[src/rtl/i2c_eeprom_pkg.sv]
package i2c_eeprom_pkg;

    typedef enum logic [1:0] {
        ST_IDLE,
        ST_ACTIVE,
        ST_STOPPED
    } seq_state_t;

    typedef enum logic [2:0] {
        OP_START,
        OP_WBYTE,
        OP_ACK,
        OP_RBYTE,
        OP_STOP
    } op_kind_t;

    localparam logic [1:0] REQ_TICK  = 2'd0;
    localparam logic [1:0] REQ_WRITE = 2'd1;
    localparam logic [1:0] REQ_READ  = 2'd2;

    localparam logic [1:0] CFG_CHIP_SELECT = 2'd0;
    localparam logic [1:0] CFG_PHASE_TICKS = 2'd1;
    localparam logic [1:0] CFG_ACK_TIMEOUT = 2'd2;

    localparam logic [7:0] CTRL_WRITE = 8'hA0;
    localparam logic [7:0] CTRL_READ  = 8'hA1;

    localparam logic [7:0] ACK_TIMEOUT_RESET = 8'd250;

    localparam logic [3:0] SEG_CTRL_WRITE = 4'd1;
    localparam logic [3:0] SEG_ADDRESS    = 4'd3;
    localparam logic [3:0] SEG_CTRL_READ  = 4'd6;

    function automatic op_kind_t seg_kind(input logic is_read, input logic [3:0] seg);
        op_kind_t kind;
        kind = OP_STOP;
        if (is_read)
        begin
            case (seg)
                4'd0, 4'd5:       kind = OP_START;
                4'd1, 4'd3, 4'd6: kind = OP_WBYTE;
                4'd2, 4'd4, 4'd7: kind = OP_ACK;
                4'd8:             kind = OP_RBYTE;
                default:          kind = OP_STOP;
            endcase
        end
        else
        begin
            case (seg)
                4'd0:             kind = OP_START;
                4'd1, 4'd3, 4'd5: kind = OP_WBYTE;
                4'd2, 4'd4, 4'd6: kind = OP_ACK;
                default:          kind = OP_STOP;
            endcase
        end
        return kind;
    endfunction

endpackage

[src/rtl/i2c_eeprom_byte_access_master.sv]
// i2c_eeprom_byte_access_master: bit-level i2c master for a serial eeprom
//
// input channel (in_valid / in_stall): one beat is one tick of the bit timer,
// carrying req_type, mem_address, write_data and the sampled sda_in level.
// req_type write or read starts a transaction when idle; otherwise ignored.
// output channel (out_valid / out_stall): exactly one result beat per input
// beat, with the pin levels, busy/done flags, last read byte and ack status.
// configuration channel (cfg_valid / cfg_ready, cfg_index, cfg_data): writes
// chip_select, phase_ticks, ack_timeout; always ready, write only while idle.
// the result of a beat is registered and appears in the cycle after the beat is taken.
// throughput: one beat per cycle; the whole tick is evaluated combinationally
// between the sequencer state registers and the result register.
// when out_stall holds a waiting result, in_stall rises and the sequencer
// stops; the result register parts the two sides so no cycle is lost.
// reset: sequencer idle, scl and sda released high, config at defaults
// (chip_select 0, phase_ticks 1, ack_timeout 250), no result pending.
module i2c_eeprom_byte_access_master
    import i2c_eeprom_pkg::*;
(
    input  logic       clk,
    input  logic       rst_n,

    input  logic       in_valid,
    output logic       in_stall,
    input  logic [1:0] req_type,
    input  logic [7:0] mem_address,
    input  logic [7:0] write_data,
    input  logic       sda_in,

    output logic       out_valid,
    input  logic       out_stall,
    output logic       scl_out,
    output logic       sda_out,
    output logic       busy_res,
    output logic       done_res,
    output logic [7:0] read_data,
    output logic       ack_missing,

    input  logic       cfg_valid,
    output logic       cfg_ready,
    input  logic [1:0] cfg_index,
    input  logic [15:0] cfg_data
);

    logic [2:0]  chip_select_reg;
    logic [15:0] phase_ticks_reg;
    logic [7:0]  ack_timeout_reg;

    seq_state_t  state_reg, state_next;
    logic [3:0]  seg_reg, seg_next;
    logic [2:0]  sub_reg, sub_next;
    logic [2:0]  bit_reg, bit_next;
    logic [7:0]  shift_reg, shift_next;
    logic [15:0] hold_reg, hold_next;
    logic [7:0]  poll_reg, poll_next;
    logic        is_read_reg, is_read_next;
    logic [7:0]  addr_reg, addr_next;
    logic [7:0]  data_reg, data_next;
    logic [7:0]  rx_reg, rx_next;
    logic        scl_reg, scl_next;
    logic        sda_reg, sda_next;
    logic        fail_reg, fail_next;
    logic        done_next;

    logic        out_valid_reg, out_valid_next;
    logic        scl_out_reg, sda_out_reg, busy_out_reg, done_out_reg, fail_out_reg;
    logic [7:0]  rx_out_reg;

    logic        accept_in;
    logic [15:0] hold_load;
    op_kind_t    cur_kind;
    op_kind_t    enter_kind;
    logic [3:0]  seg_inc;
    logic [7:0]  enter_byte;
    logic [7:0]  shifted_in;
    logic        do_enter;

    assign in_stall  = out_valid_reg & out_stall;
    assign accept_in = in_valid & ~in_stall;
    assign cfg_ready = 1'b1;

    assign hold_load  = (phase_ticks_reg == 16'd0) ? 16'd0 : phase_ticks_reg - 16'd1;
    assign cur_kind   = seg_kind(is_read_reg, seg_reg);
    assign seg_inc    = seg_reg + 4'd1;
    assign enter_kind = seg_kind(is_read_reg, seg_inc);
    assign shifted_in = {shift_reg[6:0], sda_in};

    always_comb
    begin
        case (seg_inc)
            SEG_CTRL_WRITE: enter_byte = CTRL_WRITE | {4'd0, chip_select_reg, 1'b0};
            SEG_ADDRESS:    enter_byte = addr_reg;
            SEG_CTRL_READ:  enter_byte = CTRL_READ | {4'd0, chip_select_reg, 1'b0};
            default:        enter_byte = data_reg;
        endcase
    end

    // one timer tick of the sequencer
    always_comb
    begin
        state_next   = state_reg;
        seg_next     = seg_reg;
        sub_next     = sub_reg;
        bit_next     = bit_reg;
        shift_next   = shift_reg;
        hold_next    = hold_reg;
        poll_next    = poll_reg;
        is_read_next = is_read_reg;
        addr_next    = addr_reg;
        data_next    = data_reg;
        rx_next      = rx_reg;
        scl_next     = scl_reg;
        sda_next     = sda_reg;
        fail_next    = fail_reg;
        done_next    = 1'b0;
        do_enter     = 1'b0;

        case (state_reg)
            ST_IDLE:
            begin
                if (req_type == REQ_WRITE || req_type == REQ_READ)
                begin
                    // start segment, first pin setting happens in this tick
                    state_next   = ST_ACTIVE;
                    is_read_next = (req_type == REQ_READ);
                    addr_next    = mem_address;
                    data_next    = write_data;
                    fail_next    = 1'b0;
                    poll_next    = 8'd0;
                    bit_next     = 3'd0;
                    seg_next     = 4'd0;
                    sub_next     = 3'd1;
                    sda_next     = 1'b1;
                    hold_next    = hold_load;
                end
            end
            ST_STOPPED:
            begin
                if (hold_reg != 16'd0)
                begin
                    hold_next = hold_reg - 16'd1;
                end
                else
                begin
                    state_next = ST_IDLE;
                    done_next  = 1'b1;
                end
            end
            ST_ACTIVE:
            begin
                if (hold_reg != 16'd0)
                begin
                    hold_next = hold_reg - 16'd1;
                end
                else
                begin
                    case (cur_kind)
                        OP_START, OP_STOP:
                        begin
                            hold_next = hold_load;
                            case (sub_reg)
                                3'd0:
                                begin
                                    sda_next = (cur_kind == OP_START);
                                    sub_next = 3'd1;
                                end
                                3'd1:
                                begin
                                    scl_next = 1'b1;
                                    sub_next = 3'd2;
                                end
                                default:
                                begin
                                    sda_next = (cur_kind != OP_START);
                                    if (cur_kind == OP_STOP)
                                    begin
                                        state_next = ST_STOPPED;
                                    end
                                    else
                                    begin
                                        do_enter = 1'b1;
                                    end
                                end
                            endcase
                        end
                        OP_WBYTE:
                        begin
                            hold_next = hold_load;
                            case (sub_reg)
                                3'd0:
                                begin
                                    scl_next = 1'b0;
                                    sub_next = 3'd1;
                                end
                                3'd1:
                                begin
                                    sda_next   = shift_reg[7];
                                    shift_next = {shift_reg[6:0], 1'b0};
                                    sub_next   = 3'd2;
                                end
                                3'd2:
                                begin
                                    scl_next = 1'b1;
                                    if (bit_reg == 3'd7)
                                    begin
                                        bit_next = 3'd0;
                                        sub_next = 3'd3;
                                    end
                                    else
                                    begin
                                        bit_next = bit_reg + 3'd1;
                                        sub_next = 3'd0;
                                    end
                                end
                                3'd3:
                                begin
                                    scl_next = 1'b0;
                                    sub_next = 3'd4;
                                end
                                default:
                                begin
                                    sda_next = 1'b1;
                                    do_enter = 1'b1;
                                end
                            endcase
                        end
                        OP_ACK:
                        begin
                            if (sub_reg == 3'd0)
                            begin
                                scl_next  = 1'b1;
                                hold_next = hold_load;
                                poll_next = 8'd0;
                                sub_next  = 3'd1;
                            end
                            else if (sda_in && poll_reg < ack_timeout_reg)
                            begin
                                poll_next = poll_reg + 8'd1;
                            end
                            else
                            begin
                                if (sda_in)
                                begin
                                    fail_next = 1'b1;
                                end
                                scl_next  = 1'b0;
                                hold_next = hold_load;
                                do_enter  = 1'b1;
                            end
                        end
                        OP_RBYTE:
                        begin
                            hold_next = hold_load;
                            case (sub_reg)
                                3'd0:
                                begin
                                    scl_next = 1'b0;
                                    sub_next = 3'd1;
                                end
                                3'd1:
                                begin
                                    sda_next = 1'b1;
                                    sub_next = 3'd2;
                                end
                                3'd2:
                                begin
                                    scl_next = 1'b1;
                                    sub_next = 3'd3;
                                end
                                default:
                                begin
                                    // sample the bit and drop scl in the same tick
                                    shift_next = shifted_in;
                                    scl_next   = 1'b0;
                                    if (bit_reg == 3'd7)
                                    begin
                                        rx_next  = shifted_in;
                                        do_enter = 1'b1;
                                    end
                                    else
                                    begin
                                        bit_next = bit_reg + 3'd1;
                                        sub_next = 3'd2;
                                    end
                                end
                            endcase
                        end
                        default:
                        begin
                            state_next = ST_IDLE;
                        end
                    endcase
                end
            end
            default:
            begin
                state_next = ST_IDLE;
            end
        endcase

        if (do_enter)
        begin
            seg_next = seg_inc;
            sub_next = 3'd0;
            bit_next = 3'd0;
            if (enter_kind == OP_WBYTE)
            begin
                shift_next = enter_byte;
            end
        end
    end

    always_ff @(posedge clk or negedge rst_n)
    begin
        if (!rst_n)
        begin
            chip_select_reg <= 3'd0;
            phase_ticks_reg <= 16'd1;
            ack_timeout_reg <= ACK_TIMEOUT_RESET;
        end
        else if (cfg_valid && cfg_ready)
        begin
            case (cfg_index)
                CFG_CHIP_SELECT: chip_select_reg <= cfg_data[2:0];
                CFG_PHASE_TICKS: phase_ticks_reg <= cfg_data;
                CFG_ACK_TIMEOUT: ack_timeout_reg <= cfg_data[7:0];
                default:         ;
            endcase
        end
    end

    always_ff @(posedge clk or negedge rst_n)
    begin
        if (!rst_n)
        begin
            state_reg   <= ST_IDLE;
            seg_reg     <= 4'd0;
            sub_reg     <= 3'd0;
            bit_reg     <= 3'd0;
            shift_reg   <= 8'd0;
            hold_reg    <= 16'd0;
            poll_reg    <= 8'd0;
            is_read_reg <= 1'b0;
            addr_reg    <= 8'd0;
            data_reg    <= 8'd0;
            rx_reg      <= 8'd0;
            scl_reg     <= 1'b1;
            sda_reg     <= 1'b1;
            fail_reg    <= 1'b0;
        end
        else if (accept_in)
        begin
            state_reg   <= state_next;
            seg_reg     <= seg_next;
            sub_reg     <= sub_next;
            bit_reg     <= bit_next;
            shift_reg   <= shift_next;
            hold_reg    <= hold_next;
            poll_reg    <= poll_next;
            is_read_reg <= is_read_next;
            addr_reg    <= addr_next;
            data_reg    <= data_next;
            rx_reg      <= rx_next;
            scl_reg     <= scl_next;
            sda_reg     <= sda_next;
            fail_reg    <= fail_next;
        end
    end

    assign out_valid_next = accept_in | (out_valid_reg & out_stall);

    always_ff @(posedge clk or negedge rst_n)
    begin
        if (!rst_n)
        begin
            out_valid_reg <= 1'b0;
        end
        else
        begin
            out_valid_reg <= out_valid_next;
        end
    end

    // result beat
    always_ff @(posedge clk)
    begin
        if (accept_in)
        begin
            scl_out_reg  <= scl_next;
            sda_out_reg  <= sda_next;
            busy_out_reg <= (state_next != ST_IDLE);
            done_out_reg <= done_next;
            rx_out_reg   <= rx_next;
            fail_out_reg <= fail_next;
        end
    end

    assign out_valid   = out_valid_reg;
    assign scl_out     = scl_out_reg;
    assign sda_out     = sda_out_reg;
    assign busy_res    = busy_out_reg;
    assign done_res    = done_out_reg;
    assign read_data   = rx_out_reg;
    assign ack_missing = fail_out_reg;

`ifndef SYNTHESIS
    a_done_not_busy: assert property (@(posedge clk) disable iff (!rst_n)
        out_valid_reg && done_out_reg |-> !busy_out_reg)
        else $error("done result while still busy");

    a_idle_no_hold: assert property (@(posedge clk) disable iff (!rst_n)
        state_reg == ST_IDLE |-> hold_reg == 16'd0)
        else $error("hold count pending while idle");

    a_stopped_released: assert property (@(posedge clk) disable iff (!rst_n)
        state_reg == ST_STOPPED |-> scl_reg && sda_reg)
        else $error("bus not released after stop");

    a_accept_gives_result: assert property (@(posedge clk) disable iff (!rst_n)
        accept_in |=> out_valid_reg)
        else $error("accepted beat produced no result");

    a_seg_in_program: assert property (@(posedge clk) disable iff (!rst_n)
        state_reg == ST_ACTIVE |-> (is_read_reg ? seg_reg < 4'd10 : seg_reg < 4'd8))
        else $error("segment beyond program end");
`endif

endmodule

[config.mk]
export PLATFORM = sky130hd
export DESIGN_NAME = i2c_eeprom_byte_access_master
export DESIGN_NICKNAME = d
export VERILOG_FILES = /design/src/rtl/i2c_eeprom_pkg.sv /design/src/rtl/i2c_eeprom_byte_access_master.sv
export SDC_FILE = /design/constraint.sdc
export NUM_CORES = 1
export LEC_CHECK = 0
export BUFFER_PORTS_ARGS = -buffer_cell sky130_fd_sc_hd__buf_2
export CAP_MARGIN = 20
export CORE_MARGIN = 8
export CORE_UTILIZATION = 40
export DETAILED_ROUTE_END_ITERATION = 7
export GPL_ROUTABILITY_DRIVEN = 0
export GPL_TIMING_DRIVEN = 0
export PLACE_DENSITY = 0.54
export SYNTH_ARGS = -nofsm -noshare
export SYNTH_HDL_FRONTEND = slang
export SYNTH_SLANG_ARGS = --single-unit
export TNS_END_PERCENT = 100
[constraint.sdc]
create_clock -name clk -period 4.1 [get_ports clk]
set_clock_uncertainty 0.1 [all_clocks]
set_input_delay 0.82 -clock clk [delete_from_list [all_inputs] [get_ports clk]]
set_output_delay 0.82 -clock clk [all_outputs]
set_load 0.1 [all_outputs]
Yosys cells after proc, flatten, opt, wreduce, memory -nomap -nowiden. Memories as Yosys holds them, arrays and structs flattened. Cells that the tools add are included.

Bits in registers: 113. Memory bits (read-only): 96. Memories kept: 2. Bits in writable memories: 0. Logic and storage cells: 213. Latch bits: 0.

Add/sub/neg operators: 5. Shift-type cells: 0. Divide/modulo/power cells: 0. Equal/unequal tests: 45. Multiplexer cells: 94. $lt $le $gt $ge: 1. Multipliers: 0. Reduce and logical (&&, ||, !) cells: 38. Bitwise operators: 4.

Memories: (no name shown) (words 16, width 3, read ports 1, clocked after memory_dff 0, write ports 0, RTL line i2c_eeprom_pkg.sv:39) `case (seg)`; (no name shown) (words 16, width 3, read ports 1, clocked after memory_dff 0, write ports 0, RTL line i2c_eeprom_pkg.sv:39).

Operator list (count): $mux 8 (16); $mux 16 (6); $pmux 16 s3 (1); $mux 3 (14); $pmux 16 s2 (1); $pmux 8 s2 (2); $sub 16x1->16 const B (2); $pmux 3 s3 (3); $eq 4x3->1 const B (6); $mux 1 (24); $pmux 3 s2 (4); $pmux 3 s4 (2); $pmux 8 s3 (1); $reduce_or 3->1 (7); $eq 4x2->1 const B (4); $logic_not 16->1 (1); $ne 4x4->1 const B (4); $reduce_bool 16->1 (1); $eq 3x2->1 const B (4); $mux 2 (6); $mux 4 (3); $pmux 1 s2 (6); $reduce_and 6->1 (2); $ne 5x5->1 const B (2); 36 further kinds (65).

Depth between registers and ports, before layout.
Depth in word-level cells: 12. Gate-level depth with buffers: 12.

Worst setup path after synthesis. No wires, ideal clock.

Path type: reg2reg. From: reg out_valid_reg, in the netlist out_valid. To: reg shift_reg[0]. Library setup time: 124 ps. Period minus slack after synthesis: 3011 ps. Stages on the path, launching flop included: 12. Buffers on the path: 2. Data arrival time: 2786 ps. Data required time: 3876 ps. Setup slack: 1089 ps. Path through: dfrtp_1 -> nand2_1 -> nand2_2 -> inv_2 -> nand2_1 -> or3_1 -> clkbuf_2 -> nor4_1 -> o311ai_2 -> buf_6 -> a211oi_2 -> a21oi_1.

Cells in the longest elaborated chain, start to end: 3.

RTL lines: start: declaration (RTL line i2c_eeprom_byte_access_master.sv:65) `logic out_valid_reg, out_valid_next;`; start signal: assignment (RTL line i2c_eeprom_byte_access_master.sv:380) `out_valid_reg <= out_valid_next;`; $and 1x1->1 (RTL line i2c_eeprom_byte_access_master.sv:78) `assign in_stall = out_valid_reg & out_stall;`; $not 1->1 (RTL line i2c_eeprom_byte_access_master.sv:79) `assign accept_in = in_valid & ~in_stall;`; $and 1x1->1 (RTL line i2c_eeprom_byte_access_master.sv:79); net accept_in (RTL line i2c_eeprom_byte_access_master.sv:69) `logic accept_in;`; end signal: assignment (RTL line i2c_eeprom_byte_access_master.sv:357) `shift_reg <= shift_next;`; end: declaration (RTL line i2c_eeprom_byte_access_master.sv:53) `logic [7:0] shift_reg, shift_next;`.

The timed path passes the listed nets, and every way through them passes these cells. A chain may end at the register's enable or synchronous reset.

Worst setup path in the final report.
From: reg seg_reg[0]. To: reg shift_reg[5].

Cells in the longest elaborated chain, start to end: 11. Elaborated cells on any way between the ends: 43. Classes of those cells: add/sub: 1; eq/ne: 17; mux: 15; reduce/logical: 8; memory: 2.

RTL lines: start: declaration (RTL line i2c_eeprom_byte_access_master.sv:50) `logic [3:0] seg_reg, seg_next;`; start signal: assignment (RTL line i2c_eeprom_byte_access_master.sv:354) `seg_reg <= seg_next;`; $eq 4x2->1, or another cell as far along (RTL line i2c_eeprom_pkg.sv:49) `case (seg)`; $reduce_or 3->1 (RTL line i2c_eeprom_pkg.sv:49); $pmux 3 s3 (RTL line i2c_eeprom_pkg.sv:49); $mux 3 (RTL line i2c_eeprom_pkg.sv:37) `if (is_read)`; $eq 3x3->1 (RTL line i2c_eeprom_byte_access_master.sv:157, i2c_eeprom_byte_access_master.sv:175); $mux 1 (RTL line i2c_eeprom_byte_access_master.sv:175) `if (cur_kind == OP_STOP)`; $mux 1 (RTL line i2c_eeprom_byte_access_master.sv:161) `case (sub_reg)`; $pmux 1 s4 (RTL line i2c_eeprom_byte_access_master.sv:157) `case (cur_kind)`; $mux 1 (RTL line i2c_eeprom_byte_access_master.sv:151) `if (hold_reg != 16'd0)`; $mux 1 (RTL line i2c_eeprom_byte_access_master.sv:118) `case (state_reg)`; $mux 8 (*) (RTL line i2c_eeprom_byte_access_master.sv:301) `if (do_enter)`.

Every way passes the cells marked *; elsewhere a longest branch is shown, timed or not.

==> impl_metrics.yaml <==
outcome:
  status: "completed"
worst_setup_path:
  crit_required_ns: 4.35
  critPathKind: "flip-flop to flip-flop"
  max_stage_delay_ns: 0.50
  crit_chain: "inv_1 > ha_1 > buf_6 > nor2b_1 > o21a_1 > or3_4 > nor4_1 > o311ai_2 > buf_6 > o21bai_1 > nand3_2"
  endpoint_kind: "flip-flop"
  cp_common_cell: "buf_6"
  cp_slowest_cell: "dfrtp_1"
  crit_buf_inv: 3
  worstPathArrival_ns: 3.43
  critical-path-top-delay-family: "simple AND/OR/NAND/NOR gates"
  start_kind: "flip-flop"
  cp_max_fo: 10
run:
  drv_cap: 0
power:
  ir_drop_v: 0.0003018
  pwr_density_cell_mw_per_mm2: 608.7
  power.static_leakage_uw: 0.003498
yosys:
  netlist_instances: 669
  synth_nets: 737
  ys.flop_type: "dfrtp_1"
  ys_types: 88
  synth_seq_cells: 113
  seq_area_frac_synth: 0.4226
  netlist_area_mm2: 0.006872
  ys_warn_count: 0
  synth.avg_cell_area_um2: 10.27
  synth_edf_count: 13
  async_reset_ff_frac: 0.8850
sta:
  finalSetupViolations: 0
  maxSlewHeadroom: 0.4560
  period_share: 0.7763
  tightest_slew_ns: 0.8098
  rsz0062_at_grt: "no"
  min_period_ns: 3.183
  slew_violations: 0
  fmax_ghz: 0.3142
  finalHoldViolCount: 0
  fin_setup_tns_ns: 0
global_routing:
  grt_start_max_net_pins: 56
  grt_remaining_overflow: 0
  grt_usage: 0.1618
  grt_pass1_vias: 5417
  antenna_found_initial: 0
  grt_pass1_wl_mm: 28.18
finish:
  fill_cells: 1636
  finalNetCount: 813
  syn2layout_area_growth_pct: 18.41
  final_util: 0.4770
  multi_input_area_mm2: 0.003689
  seqCellArea_mm2: 0.002904
  drive_gt1_frac: 0.2797
  antenna_cells: 0
floorplanning:
  die_area_mm2: 0.02163
  ios: 58
  start_util: 0.4029
  fp.dieW_um: 147.1
  die_height_um: 147.1
  rows: 48
  coreArea_mm2: 0.01706
detailed_routing:
  antenna_left: 0
  drtIter0Drc: 455
  vias_per_cell: 5.568
  post-route-drc-count: 0
  wl_mm: 16.92
  dr_total_vias: 5473
  wl_per_cell_um: 17.21
  drt-pass1-iter-count: 5
clock_network:
  cts-root-buf: "clkbuf_16"
  cts_max_level: 4
  clk_latency_ns: 0.42
  clk_pin_slew_ns: 0.05
  cts_buffers: 17
  clock_path_buffers: 2
  cts_setup_buffers: 0
  cts_hold_buffers: 0
  tritoncts: "built"
  cts.repair.resized: 0
  cts_sinks: 113
worst_hold_path:
  hold_path_class: "input pin to async pin"
placement:
  dp_hpwl_mm: 12.56
  io_buffers: 56
-- final timing paths --
path	slack [ns]	endpoint	cells past startpoint	start
max	0.92	shift_reg[5]$_DFFE_PN0P_	11	seg_reg[0]$_DFFE_PN0P_
min	0.37	phase_ticks_reg[2]$_DFFE_PN0P_	1	rst_n
max reg2reg	0.92	shift_reg[5]$_DFFE_PN0P_	11	seg_reg[0]$_DFFE_PN0P_
min reg2reg	0.39	poll_reg[7]$_DFFE_PN0P_	1	poll_reg[7]$_DFFE_PN0P_
max in group asynchronous	2.79	scl_reg$_DFFE_PN1P_	2	rst_n
min in group clk	0.39	poll_reg[7]$_DFFE_PN0P_	1	poll_reg[7]$_DFFE_PN0P_
-- metrics by stage --
step                      power, uW  worst slack, ns  area [um2]  std cells  hold slack (ns)
after floorplan                2848            1.089        6872        669           0.3492
after global placement         3228           0.4979        7433        950           0.3713
after detailed placement       3270           0.5244        7463        951           0.3877
after CTS                      4974           0.9458        8137        983           0.3914
after global routing           5257           0.7051        8137        983           0.4143
final                          4953           0.9170        8137        983           0.3674
-- placed cells by master, fill, tap and decap left out, types with 13 or more instances in the layout --
master,n
inv_1,30
edfxtp_1,13
o21ai_0,53
mux2_2,64
buf_2,64
nand3_1,21
nor2_1,37
a21oi_1,24
clkbuf_16,18
dfrtp_1,91
ha_1,26
nand2_1,36
nor3_1,23
a22o_1,15
-- area by class of cell --
| type | count | share of cell area |
|---|---|---|
| Timing Repair Buffer | 57 | 0.03814 |
| Inverter | 31 | 0.01430 |
| Clock inverter | 9 | 0.02137 |
| Clock buffer | 23 | 0.06136 |
| Multi-Input combinational cell | 498 | 0.4533 |
| Buffer | 27 | 0.01999 |
| Sequential cell | 113 | 0.3569 |
| Tap cell | 225 | 0.03460 |
-- routing by layer --
| metal | wire length [um] | part of all wire | vias up | GRT usage |
|---|---|---|---|---|
| li1 | - | - | 2641 | - |
| met1 | 8241 | 0.49 | 2677 | 0.2269 |
| met2 | 7710 | 0.46 | 135 | 0.2406 |
| met3 | 744 | 0.044 | 20 | 0.03660 |
| met4 | 223 | 0.013 | 0 | 0.05405 |
| met5 | 0 | 0 | - | 0 |
-- cells in the mapped netlist, drive strengths merged, types with 10 or more instances --
master | instances | area [um2]
dfrtp | 91 | 2277
mux2 | 66 | 750.7
o21ai | 60 | 304.0
nor2 | 40 | 162.6
nand2 | 37 | 141.4
inv | 31 | 116.4
ha | 26 | 325.3
nand3 | 26 | 162.7
nor3 | 25 | 135.1
a21oi | 24 | 120.1
buf | 17 | 123.9
a22o | 15 | 131.4
nor4 | 14 | 121.4
edfxtp | 13 | 390.4
nand2b | 12 | 82.58
xnor2 | 12 | 112.6
clkbuf | 10 | 38.78
-- power by group --
group	internal [uW]	switching, uW	total (uW)	leakage, uW
sequential	1440	280	1720	0.00138
clock	1160	523	1680	0.000332
combinational	633	915	1550	0.00179
-- cells by family (layout without fill, tap and decap cells) --
family	Yosys count	count (layout)	share of synthesized area
buffers and inverters	58	147	0.04060
xor gates and xnor gates	16	16	0.02149
other	1	1	0.0005457
and+or+nand+nor	205	205	0.1684
adders and majority gates	26	26	0.04734
AOI/OAI and AO/OA	182	182	0.1868
muxes	68	68	0.1122
DFF	113	113	0.4226
No activity file was read; power rests on OpenSTA's default activity.
